### src/rtl/lsef_pkg.sv
`timescale 1ns / 1ps

package lsef_pkg;

    localparam int NUM_CH      = 8;
    localparam int ERR_W       = 15;
    localparam int JUMP_W      = 15;
    localparam int ACT_W       = 4;
    localparam int TRANS_W     = 3;
    localparam int CFG_IDX_W   = 2;
    localparam int CFG_DATA_W  = 15;

    // register indexes on the configuration channel
    localparam logic [CFG_IDX_W-1:0] CFG_MAX_ACTIVE      = 2'd0;
    localparam logic [CFG_IDX_W-1:0] CFG_MAX_TRANSITIONS = 2'd1;
    localparam logic [CFG_IDX_W-1:0] CFG_JUMP_LIMIT      = 2'd2;

    localparam logic [ACT_W-1:0]   RST_MAX_ACTIVE      = 4'd3;
    localparam logic [TRANS_W-1:0] RST_MAX_TRANSITIONS = 3'd2;
    localparam logic [JUMP_W-1:0]  RST_JUMP_LIMIT      = 15'd6400;

    typedef enum logic [1:0] {
        ST_ACCEPT  = 2'd0,
        ST_PATTERN = 2'd1,
        ST_JUMP    = 2'd2,
        ST_LOST    = 2'd3
    } t_status;

    typedef logic signed [6:0] t_weight;
    localparam t_weight SENSOR_WEIGHT [NUM_CH] = '{
        -7'sd40, -7'sd30, -7'sd20, -7'sd10, 7'sd10, 7'sd20, 7'sd30, 7'sd40
    };

    // controller -> datapath
    typedef struct packed {
        logic load;      // input transfer: update stable bits
        logic eval;      // classify pattern, load divider
        logic div_step;  // one radix-4 divide step
        logic finish;    // jump check, write result register
    } t_dp_cmd;

    // datapath -> controller
    typedef struct packed {
        logic need_div;  // pattern plausible and at least one sensor active
    } t_dp_status;

endpackage

### src/rtl/lsef_in_if.sv
`timescale 1ns / 1ps

interface lsef_in_if;
    logic       valid;
    logic       ready;
    logic [7:0] first_sample;
    logic [7:0] second_sample;

    modport source (output valid, output first_sample, output second_sample, input ready);
    modport sink   (input valid, input first_sample, input second_sample, output ready);
endinterface

### src/rtl/lsef_out_if.sv
`timescale 1ns / 1ps

interface lsef_out_if;
    import lsef_pkg::*;
    logic                    valid;
    logic                    ready;
    logic signed [ERR_W-1:0] error_value;
    logic [1:0]              status;

    modport source (output valid, output error_value, output status, input ready);
    modport sink   (input valid, input error_value, input status, output ready);
endinterface

### src/rtl/lsef_cfg_if.sv
`timescale 1ns / 1ps

interface lsef_cfg_if;
    import lsef_pkg::*;
    logic                  valid;
    logic                  ready;
    logic [CFG_IDX_W-1:0]  index;
    logic [CFG_DATA_W-1:0] data;

    modport source (output valid, output index, output data, input ready);
    modport sink   (input valid, input index, input data, output ready);
endinterface

### src/rtl/line_sensor_error_filter.sv
`timescale 1ns / 1ps

// Line position error from eight line sensors. Each input transfer brings two
// reads of the sensors; a channel's stable bit follows the reads only where
// both agree. The result is the mean of the weights -40..40 over the active
// channels, signed with 8 fraction bits, truncated toward zero, with status
// 0 accepted, 1 pattern rejected (too many active sensors or neighbor
// changes), 2 jump rejected (change from the held error above jump_limit),
// 3 line lost (no active sensor). Every status but 0 reports the held error.
// One item at a time: a plausible pattern goes from input transfer through
// accept, evaluate, 8 steps of the radix-4 divider by the active count and
// the jump check; rejected or lost patterns skip the divider steps.
// The next item is taken in the cycle after the result register is written;
// a result waiting on the output does not stall the next item until its own
// result is ready. Configuration writes are always taken.

module line_sensor_error_filter (
    input  logic       i_clk,
    input  logic       i_rst_n,
    lsef_in_if.sink    i_item,
    lsef_out_if.source o_result,
    lsef_cfg_if.sink   i_cfg
);
    import lsef_pkg::*;

    t_dp_cmd    cmd;
    t_dp_status dp_status;

    // sequencer: accept, evaluate, divide, finish
    lsef_ctrl u_ctrl (
        .i_clk       (i_clk),
        .i_rst_n     (i_rst_n),
        .i_in_valid  (i_item.valid),
        .o_in_ready  (i_item.ready),
        .o_out_valid (o_result.valid),
        .i_out_ready (o_result.ready),
        .o_cmd       (cmd),
        .i_status    (dp_status)
    );

    // stable bits, held error, config registers, divider, result register
    lsef_datapath u_datapath (
        .i_clk           (i_clk),
        .i_rst_n         (i_rst_n),
        .i_cmd           (cmd),
        .o_status        (dp_status),
        .i_first_sample  (i_item.first_sample),
        .i_second_sample (i_item.second_sample),
        .i_cfg           (i_cfg),
        .o_error_value   (o_result.error_value),
        .o_result_status (o_result.status)
    );

endmodule

### src/rtl/lsef_datapath.sv
`timescale 1ns / 1ps

module lsef_datapath (
    input  logic                            i_clk,
    input  logic                            i_rst_n,
    input  lsef_pkg::t_dp_cmd               i_cmd,
    output lsef_pkg::t_dp_status            o_status,
    input  logic [7:0]                      i_first_sample,
    input  logic [7:0]                      i_second_sample,
    lsef_cfg_if.sink                        i_cfg,
    output logic signed [lsef_pkg::ERR_W-1:0] o_error_value,
    output logic [1:0]                      o_result_status
);
    import lsef_pkg::*;

    logic [ACT_W-1:0]        r_max_active;
    logic [TRANS_W-1:0]      r_max_trans;
    logic [JUMP_W-1:0]       r_jump_limit;

    logic [NUM_CH-1:0]       r_stable;
    logic signed [ERR_W-1:0] r_held;

    t_status                 r_code;
    logic                    r_neg;
    logic [ACT_W-1:0]        r_div;
    logic [2:0]              r_rem;
    logic [15:0]             r_quo;

    logic signed [ERR_W-1:0] r_out_err;
    t_status                 r_out_status;

    logic [NUM_CH-1:0]       agree;
    logic [ACT_W-1:0]        active;
    logic [TRANS_W-1:0]      trans;
    logic signed [7:0]       sum;
    logic [6:0]              sum_mag;
    logic                    pattern_bad;
    logic [2:0]              n_rem;
    logic [15:0]             n_quo;
    logic signed [15:0]      err;
    logic signed [16:0]      delta;
    logic [16:0]             delta_mag;
    logic                    jump_bad;

    assign i_cfg.ready = 1'b1;
    assign agree = ~(i_first_sample ^ i_second_sample);

    // population count, neighbor changes and weight sum of the stable bits
    always_comb begin
        active = '0;
        trans  = '0;
        sum    = '0;
        for (int i = 0; i < NUM_CH; i++) begin
            if (r_stable[i]) begin
                active = active + 1'b1;
                sum    = sum + 8'(SENSOR_WEIGHT[i]);
            end
            if (i < NUM_CH - 1) begin
                if (r_stable[i] != r_stable[(i + 1) % NUM_CH]) begin
                    trans = trans + 1'b1;
                end
            end
        end
        sum_mag     = sum[7] ? 7'(-sum) : sum[6:0];
        pattern_bad = (trans > r_max_trans) || (active > r_max_active);
        o_status.need_div = !pattern_bad && (active != '0);
    end

    // two restoring steps per cycle; remainder stays below the divisor (<= 8)
    always_comb begin
        logic [3:0] t;
        n_rem = r_rem;
        n_quo = r_quo;
        for (int s = 0; s < 2; s++) begin
            t     = {n_rem, n_quo[15]};
            n_quo = {n_quo[14:0], 1'b0};
            if (t >= r_div) begin
                t        = t - r_div;
                n_quo[0] = 1'b1;
            end
            n_rem = t[2:0];
        end
    end

    always_comb begin
        err       = r_neg ? -$signed(r_quo) : $signed(r_quo);
        delta     = 17'(err) - 17'(r_held);
        delta_mag = delta[16] ? 17'(-delta) : 17'(delta);
        jump_bad  = delta_mag > {2'b00, r_jump_limit};
    end

    always_ff @(posedge i_clk) begin
        if (!i_rst_n) begin
            r_max_active <= RST_MAX_ACTIVE;
            r_max_trans  <= RST_MAX_TRANSITIONS;
            r_jump_limit <= RST_JUMP_LIMIT;
            r_stable     <= '0;
            r_held       <= '0;
        end else begin
            if (i_cfg.valid) begin
                unique case (i_cfg.index)
                    CFG_MAX_ACTIVE:      r_max_active <= i_cfg.data[ACT_W-1:0];
                    CFG_MAX_TRANSITIONS: r_max_trans  <= i_cfg.data[TRANS_W-1:0];
                    CFG_JUMP_LIMIT:      r_jump_limit <= i_cfg.data[JUMP_W-1:0];
                    default: ;
                endcase
            end
            if (i_cmd.load) begin
                r_stable <= (r_stable & ~agree) | (i_first_sample & agree);
            end
            if (i_cmd.finish && r_code == ST_ACCEPT && !jump_bad) begin
                r_held <= err[ERR_W-1:0];
            end
        end
    end

    always_ff @(posedge i_clk) begin
        if (i_cmd.eval) begin
            r_code <= pattern_bad ? ST_PATTERN : (active == '0) ? ST_LOST : ST_ACCEPT;
            r_neg  <= sum[7];
            r_div  <= active;
            r_rem  <= '0;
            r_quo  <= {1'b0, sum_mag, 8'h00};
        end else if (i_cmd.div_step) begin
            r_rem  <= n_rem;
            r_quo  <= n_quo;
        end
        if (i_cmd.finish) begin
            if (r_code != ST_ACCEPT) begin
                r_out_err    <= r_held;
                r_out_status <= r_code;
            end else if (jump_bad) begin
                r_out_err    <= r_held;
                r_out_status <= ST_JUMP;
            end else begin
                r_out_err    <= err[ERR_W-1:0];
                r_out_status <= ST_ACCEPT;
            end
        end
    end

    assign o_error_value   = r_out_err;
    assign o_result_status = r_out_status;

    a_div_nonzero: assert property (@(posedge i_clk) disable iff (!i_rst_n)
        i_cmd.div_step |-> (r_div != '0))
        else $error("divide step with zero divisor");

    a_held_tracks: assert property (@(posedge i_clk) disable iff (!i_rst_n)
        i_cmd.finish |=> (r_out_status != ST_ACCEPT || r_held == r_out_err))
        else $error("accepted error not held");

    a_err_range: assert property (@(posedge i_clk) disable iff (!i_rst_n)
        i_cmd.finish |=> (r_out_err <= 15'sd10240 && r_out_err >= -15'sd10240))
        else $error("error out of range");

endmodule

### src/rtl/lsef_ctrl.sv
`timescale 1ns / 1ps

module lsef_ctrl (
    input  logic                 i_clk,
    input  logic                 i_rst_n,
    input  logic                 i_in_valid,
    output logic                 o_in_ready,
    output logic                 o_out_valid,
    input  logic                 i_out_ready,
    output lsef_pkg::t_dp_cmd    o_cmd,
    input  lsef_pkg::t_dp_status i_status
);
    import lsef_pkg::*;

    typedef enum logic [1:0] {
        S_IDLE,
        S_EVAL,
        S_DIV,
        S_FINISH
    } t_state;

    t_state     r_state, n_state;
    logic [2:0] r_step, n_step;
    logic       r_out_valid, n_out_valid;

    always_comb begin
        o_in_ready      = (r_state == S_IDLE);
        o_cmd.load      = (r_state == S_IDLE) && i_in_valid;
        o_cmd.eval      = (r_state == S_EVAL);
        o_cmd.div_step  = (r_state == S_DIV);
        o_cmd.finish    = (r_state == S_FINISH) && (!r_out_valid || i_out_ready);

        n_state     = r_state;
        n_step      = r_step;
        n_out_valid = r_out_valid && !i_out_ready;
        unique case (r_state)
            S_IDLE: begin
                if (i_in_valid) n_state = S_EVAL;
            end
            S_EVAL: begin
                n_step  = '0;
                n_state = i_status.need_div ? S_DIV : S_FINISH;
            end
            S_DIV: begin
                n_step = r_step + 1'b1;
                if (r_step == '1) n_state = S_FINISH;
            end
            S_FINISH: begin
                if (o_cmd.finish) begin
                    n_out_valid = 1'b1;
                    n_state     = S_IDLE;
                end
            end
            default: n_state = S_IDLE;
        endcase
    end

    always_ff @(posedge i_clk) begin
        if (!i_rst_n) begin
            r_state     <= S_IDLE;
            r_step      <= '0;
            r_out_valid <= 1'b0;
        end else begin
            r_state     <= n_state;
            r_step      <= n_step;
            r_out_valid <= n_out_valid;
        end
    end

    assign o_out_valid = r_out_valid;

    a_accept_to_eval: assert property (@(posedge i_clk) disable iff (!i_rst_n)
        (i_in_valid && o_in_ready) |=> (r_state == S_EVAL))
        else $error("transfer not followed by evaluation");

    a_no_overwrite: assert property (@(posedge i_clk) disable iff (!i_rst_n)
        o_cmd.finish |-> (!r_out_valid || i_out_ready))
        else $error("result register overwritten");

    a_finish_sets_valid: assert property (@(posedge i_clk) disable iff (!i_rst_n)
        o_cmd.finish |=> (r_out_valid && r_state == S_IDLE))
        else $error("finished result not presented");

endmodule
### src/flat_wrapper.sv
// flat-port wrapper written by rule: the top's interface ports become plain ports
module line_sensor_error_filter_flat import lsef_pkg::*;
  (i_clk, i_rst_n, i_item_valid, i_item_first_sample, i_item_second_sample, i_item_ready, o_result_valid, o_result_error_value, o_result_status, o_result_ready, i_cfg_valid, i_cfg_index, i_cfg_data, i_cfg_ready);
  lsef_in_if i_item_i ();
  lsef_out_if o_result_i ();
  lsef_cfg_if i_cfg_i ();
  input  logic i_clk;
  input  logic i_rst_n;
  input wire logic [$bits(i_item_i.valid)-1:0] i_item_valid;
  input wire logic [$bits(i_item_i.first_sample)-1:0] i_item_first_sample;
  input wire logic [$bits(i_item_i.second_sample)-1:0] i_item_second_sample;
  output wire logic [$bits(i_item_i.ready)-1:0] i_item_ready;
  output wire logic [$bits(o_result_i.valid)-1:0] o_result_valid;
  output wire logic [$bits(o_result_i.error_value)-1:0] o_result_error_value;
  output wire logic [$bits(o_result_i.status)-1:0] o_result_status;
  input wire logic [$bits(o_result_i.ready)-1:0] o_result_ready;
  input wire logic [$bits(i_cfg_i.valid)-1:0] i_cfg_valid;
  input wire logic [$bits(i_cfg_i.index)-1:0] i_cfg_index;
  input wire logic [$bits(i_cfg_i.data)-1:0] i_cfg_data;
  output wire logic [$bits(i_cfg_i.ready)-1:0] i_cfg_ready;
  assign i_item_i.valid = i_item_valid;
  assign i_item_i.first_sample = i_item_first_sample;
  assign i_item_i.second_sample = i_item_second_sample;
  assign i_item_ready = i_item_i.ready;
  assign o_result_valid = o_result_i.valid;
  assign o_result_error_value = o_result_i.error_value;
  assign o_result_status = o_result_i.status;
  assign o_result_i.ready = o_result_ready;
  assign i_cfg_i.valid = i_cfg_valid;
  assign i_cfg_i.index = i_cfg_index;
  assign i_cfg_i.data = i_cfg_data;
  assign i_cfg_ready = i_cfg_i.ready;
  line_sensor_error_filter u_core (.i_clk(i_clk), .i_rst_n(i_rst_n), .i_item(i_item_i), .o_result(o_result_i), .i_cfg(i_cfg_i));
endmodule
### config.mk
export PLATFORM = sky130hd
export DESIGN_NAME = line_sensor_error_filter_flat
export DESIGN_NICKNAME = d
export VERILOG_FILES = /design/src/rtl/lsef_pkg.sv /design/src/rtl/lsef_in_if.sv /design/src/rtl/lsef_out_if.sv /design/src/rtl/lsef_cfg_if.sv /design/src/rtl/line_sensor_error_filter.sv /design/src/rtl/lsef_datapath.sv /design/src/rtl/lsef_ctrl.sv /design/src/flat_wrapper.sv
export SDC_FILE = /design/constraint.sdc
export NUM_CORES = 1
export LEC_CHECK = 0
export ABC_AREA = 1
export BUFFER_PORTS_ARGS = -buffer_cell sky130_fd_sc_hd__buf_2
export CORE_MARGIN = 1.5
export CORE_UTILIZATION = 50
export CTS_CLUSTER_DIAMETER = 200
export DETAILED_ROUTE_END_ITERATION = 7
export PLACE_DENSITY = 0.71
export SYNTH_ARGS = -nofsm -noshare
export SYNTH_HDL_FRONTEND = slang
export SYNTH_SLANG_ARGS = --single-unit
### constraint.sdc
create_clock -name i_clk -period 6.1 [get_ports i_clk]
set_clock_uncertainty 0.15 [all_clocks]
set_input_delay 0.305 -clock i_clk [delete_from_list [all_inputs] [get_ports i_clk]]
set_output_delay 0.305 -clock i_clk [all_outputs]
set_load 0.005 [all_outputs]
---- Yosys cells after proc, flatten, opt, wreduce, memory -nomap -nowiden ----
Index checks and enable logic that the tools add are counted.
word-level totals
  flip-flop bits (word level) ............. 94
  bits in latches ......................... 0
  RAM bits ................................ 0
  bits in read-only memories .............. 0
  input bits .............................. 38
  word-level logic and storage cells ...... 138
  memories ................................ 0
operators by class
  $add $sub $neg .......................... 27
  $mul .................................... 0
  divide/modulo/power cells ............... 0
  $lt $le $gt $ge ......................... 5
  equality and inequality tests ........... 16
  shift operators ......................... 0
  mux-type cells .......................... 45
  bitwise logic cells ..................... 6
  reductions and logical operators ........ 23
operators with widths
  cell                                                           count
  8-bit two-way mux                                              8
  15-bit two-way mux                                             4
  8-bit by 6-bit adder with 8-bit output, second input constant  4
  4-bit by 1-bit adder with 4-bit output, second input constant  7
  4-bit two-way mux                                              7
  3-bit two-way mux                                              8
  3-bit by 1-bit adder with 3-bit output, second input constant  7
  17-bit by 15-bit > comparator with 1-bit output                1
  17-bit two-way mux                                             1
  17-bit negator                                                 1
  16-bit by 15-bit subtractor with 17-bit output                 1
  8-bit by 5-bit adder with 8-bit output, second input constant  2
  8-bit bitwise AND                                              2
  16-bit two-way mux                                             1
  16-bit negator                                                 1
  8-bit NOT                                                      2
  2-bit two-way mux                                              6
  8-bit by 7-bit adder with 8-bit output, second input constant  1
  4-bit greater-or-equal comparator                              2
  8-bit OR                                                       1
  2-bit one-hot mux with 4 select lines                          1
  8-bit XOR                                                      1
  1-bit two-way mux                                              7
  7-bit two-way mux                                              1
  19 further kinds                                               45

---- Logic depth before layout (Yosys ltp) ----
  depth in word-level cells ............... 21
  mapped depth ............................ 38
  gate-level depth less buffers ........... 37

---- Cells and area by module ----
From an unflattened synthesis, not the netlist that was laid out.
unflattened totals
  cells, all modules ...................... 1107
  area, all modules ....................... 7761.2 um2
by module, submodules not included
  module         instances  cells an instance  area an instance (um2)  seq. area each (um2)
  lsef_datapath  1          1059               7395.8                  2072.0
  lsef_ctrl      1          48                 365.4                   120.1

---- Worst setup path after synthesis ----
OpenSTA, ideal clock, no wires.
  path kind ............................... register to register
  start point ............................. reg with a tool-made name
  end point ............................... reg u_core.u_datapath.r_code[0] (data pin)
  library setup time ...................... 0.259 ns
  data arrival time ....................... 4.383 ns
  setup slack ............................. 1.308 ns
  cell stages (with the launch flop) ...... 29
  clock period less this slack ............ 4.792 ns
  path through ............................ dfxtp_1 -> inv_1 -> ha_1 -> inv_1 -> nand2_1 -> nand2_1 -> inv_1 -> ha_1 -> nand2_1 -> nand2_1 -> ha_1 -> nor2_1 -> a31oi_1 -> ha_1 -> nand2_1 -> nand2_1 -> ha_1 -> nor2_1 -> a31oi_1 -> ha_1 -> or2_2 -> o21ai_0 -> inv_1 -> ha_1 -> a21oi_1 -> o21ai_0 -> o21ai_0 -> o21a_1 -> nand2_1
RTL lines
  what                  RTL line              source
  end signal, assigned  lsef_datapath.sv:119  r_code <= pattern_bad ? ST_PATTERN : (active == '0) ? ST_LOST : ST_ACCEPT;
  end, declared         lsef_datapath.sv:23   t_status r_code;

---- Final worst setup path ----
  start point ............................. reg u_core.u_datapath.r_neg
  end point ............................... reg u_core.u_datapath.r_out_err[1], in the netlist u_core.u_datapath.o_error_value[1] (data pin)
on the way
  cells in the longest elaborated chain, start to end .. 7
RTL lines
  what                                                 RTL line              source
  start, declared                                      lsef_datapath.sv:24   logic r_neg;
  start signal, assigned                               lsef_datapath.sv:120  r_neg <= sum[7];
  16-bit two-way mux (*)                               lsef_datapath.sv:86   err = r_neg ? -$signed(r_quo) : $signed(r_quo);
  via u_core.u_datapath.err[5]                         lsef_datapath.sv:40   logic signed [15:0] err;
  16-bit by 15-bit subtractor with 17-bit output (*)   lsef_datapath.sv:87   delta = 17'(err) - 17'(r_held);
  17-bit negator                                       lsef_datapath.sv:88   delta_mag = delta[16] ? 17'(-delta) : 17'(delta);
  17-bit two-way mux (*)                               lsef_datapath.sv:88
  17-bit by 15-bit > comparator with 1-bit output (*)  lsef_datapath.sv:89   jump_bad = delta_mag > {2'b00, r_jump_limit};
  15-bit two-way mux (*)                               lsef_datapath.sv:132  end else if (jump_bad) begin
  15-bit two-way mux (*)                               lsef_datapath.sv:129  if (r_code != ST_ACCEPT) begin
  end signal, assigned                                 lsef_datapath.sv:130  r_out_err <= r_held;
  end signal, assigned                                 lsef_datapath.sv:133  r_out_err <= r_held;
  end signal, assigned                                 lsef_datapath.sv:136  r_out_err <= err[ERR_W-1:0];
  end, declared                                        lsef_datapath.sv:29   logic signed [ERR_W-1:0] r_out_err;
Mark *: on every way through the listed nets, which the timed path passes. The rest lies on a longest branch.
A chain may end at the register's enable or synchronous reset.

==> results.ini <==
[run_status]
status = complete, no violations

[sta]
hold_viol = 0
setup_violations = 0
slew_headroom_pct = 42.0
tightest_slew_ns = 0.869
setup_tns_ns = 0
hold-worst-slack_ns = 0.0208
worst_slack_ns = 0.642
slew_violations = 0
period_minus_slack_ns = 5.46
clock.fmax_mhz = 183
period_share_pct = 89.5

[job]
maxCapViolations = 0

[placed_design]
gp_congestion = 0.889
hpwl_um = 13300
io_buffers = 56
dp_slack_ns = 0.551

[floorplan]
initial_core_util_pct = 51.3
die-area_um2 = 16400
rows = 45
fp.dieH_um = 128
ios = 58
fp.coreArea_um2 = 15300
die_w_um = 128

[worst_setup_path]
crit_required_ns = 6.05
path_class = flip-flop to flip-flop
critical_path_arrival_ns = 5.40
cpMostUsedCell = nand2_1
critPathSlowestCell = edfxtp_1
cpLargestDelayFamily = simple AND/OR/NAND/NOR gates
crit_buf_inv = 7
max_stage_delay_ns = 0.53
crit_fanout = 30
worst_setup_path_end_kind = flip-flop
start_kind = flip-flop

[routing]
via_per_inst = 5.00
drc = 0
dr.pass1.iters = 4
wl_um = 17000
vias = 6992
routedWlPerCell_um = 12.2
ant_nets = 0
drtIter0Drc = 348

[global_route]
grt_max_degree = 40
antenna_found_initial = 0
grt_first_pass_wirelength_um = 29500
grt_remaining_overflow = 0
grt_pass1_vias = 6571
grt_usage_pct = 22.1

[cts]
cts_root_buf = clkbuf_16
clock_path_buffers = 2
h-tree-depth = 3
cts_sinks = 94
clk-insertion-delay-late_ns = 0.35
cts_buffers = 9
cts_post_setup_buffers_inserted = 0
clk_pin_slew_worst_paths_ns = 0.07
cts_tree = yes

[synthesis]
synth_fa_ha_area_share_pct = 13.1
synth_top_area_cell = dfxtp_1
synth_warnings = 0
ys_seq_elements = 94
synthCells = 1142
postSynthAreaPerCell_um2 = 6.86
yosysMostFrequentCell = nand2_1
synthTopCellsByCount = 306 x nand2_1, 162 x inv_1, 107 x nor2_1
synth_area_um2 = 7840
synth_top_family_by_area = simple AND/OR/NAND/NOR gates
synthArstFlopShare_pct = 0
synth_top_flop_cell = dfxtp_1
ys_types = 50
synthMuxAreaShare_pct = 0.846
synth_compound_area_share_pct = 13.9
yosysTopAreaCellShare_pct = 16.1
seq_area_frac_synth_pct = 28.0
synth_xor_area_share_pct = 6.45
synthTopCellsByArea = dfxtp_1 16%, nand2_1 15%, ha_1 12%
syn_nets = 1260
synth_edf_count = 31
synth_simple_gate_area_share_pct = 27.4

[finish]
layout.nets = 1301
fill_cells = 1477
area_growth_syn_to_layout_pct = 9.76
n_antenna_cell = 0
drive_above_1_share_pct = 10.2
fin_util_pct = 56.4

[hold_path]
hold_path.class = primary input to flip-flop

## cells by family (layout without fill, tap and decap cells)
| kind of cell | count (synthesis) | after routing |
|---|---|---|
| AOI/OAI and AO/OA | 190 | 190 |
| xor gates and xnor gates | 56 | 56 |
| and+or+nand+nor | 516 | 516 |
| muxes | 6 | 6 |
| buffers and inverters | 199 | 245 |
| DFF | 94 | 94 |
| adders and majority gates | 80 | 80 |
| other | 1 | 1 |
## state kept, by name (all words and copies together), names as in the netlist, 3 cells and up, named ones only
register                         cells
u_core.u_datapath.r_div              4
u_core.u_datapath.r_quo             16
u_core.u_datapath.r_max_active       4
u_core.u_datapath.r_held            15
u_core.u_datapath.r_jump_limit      15
u_core.u_ctrl.r_step                 3
u_core.u_datapath.r_rem              3
u_core.u_datapath.o_error_value     15
u_core.u_datapath.r_max_trans        3
## path summary, 6_finish.rpt
kind | startpoint | end | cells past startpoint | slack [ns]
hold reg to reg | u_core.u_datapath.r_jump_limit[6]$_SDFFE_PN0P_ | u_core.u_datapath.r_jump_limit[6]$_SDFFE_PN0P_ | 2 | 0.31
setup reg to reg | u_core.u_datapath.r_neg$_DFFE_PP_ | u_core.u_datapath.o_error_value[1]$_DFFE_PP_ | 34 | 0.64
hold / removal | i_cfg_data[11] | u_core.u_datapath.r_jump_limit[11]$_SDFFE_PN1P_ | 3 | 0.02
setup / recovery | u_core.u_datapath.r_neg$_DFFE_PP_ | u_core.u_datapath.o_error_value[1]$_DFFE_PP_ | 34 | 0.64
## through the flow
stage               instance area, µm²  cells
floorplan                         7840   1142
global placement                  8230   1383
detailed placement                8230   1383
CTS                               8570   1399
global route                      8600   1399
finish                            8600   1399
## per-layer routing
metal  share of wire [%]  vias up  track usage (%)
met1                  48     3123             26.6
met2                  49       82             40.4
met3                 2.3       12             3.63
met4                 1.1        0             5.95
met5                   0        -                0
li1                    -     3775                -
## placed cells by master, fill, tap and decap left out, drive strengths merged, types with 2 or more instances in the layout
cell      count
clkinvlp      3
dfxtp        63
edfxtp       31
o31ai         2
a211oi        6
nand3        53
nand2       313
nand4        10
o22ai         3
bufinv        2
nand3b        9
o21bai        7
xor2         39
clkbuf       11
a31oi         7
xnor2        17
mux2          5
nor2        115
nor3          9
o211ai        8
or2           4
a21oi        67
fa            3
ha           77
o21ai        78
o2111ai       8
buf          58
inv         170
## repair_timing
item,in CTS,in global routing
hold buffers,0,0
endpoints found under the setup margin,0,30
gates resized for setup,0,7
## tightest hold or removal path: stages
cell and delay, ns:
buf_2 0.08, nand2_1 0.04, o211ai_1 0.06
## final cells by class
cell class | count | area (µm²) | share of cell area, %
Clock buffer | 11 | 254 | 2.95
Clock inverter | 5 | 80.1 | 0.931
Inverter | 171 | 646 | 7.51
Multi-Input combinational cell | 849 | 4870 | 56.6
Sequential cell | 94 | 2190 | 25.5
Tap cell | 211 | 264 | 3.07
Timing Repair Buffer | 58 | 295 | 3.43
Power is left out: the tool's default activity adds up to more than one toggle a clock period on the data nets, which glitch-free logic cannot reach.
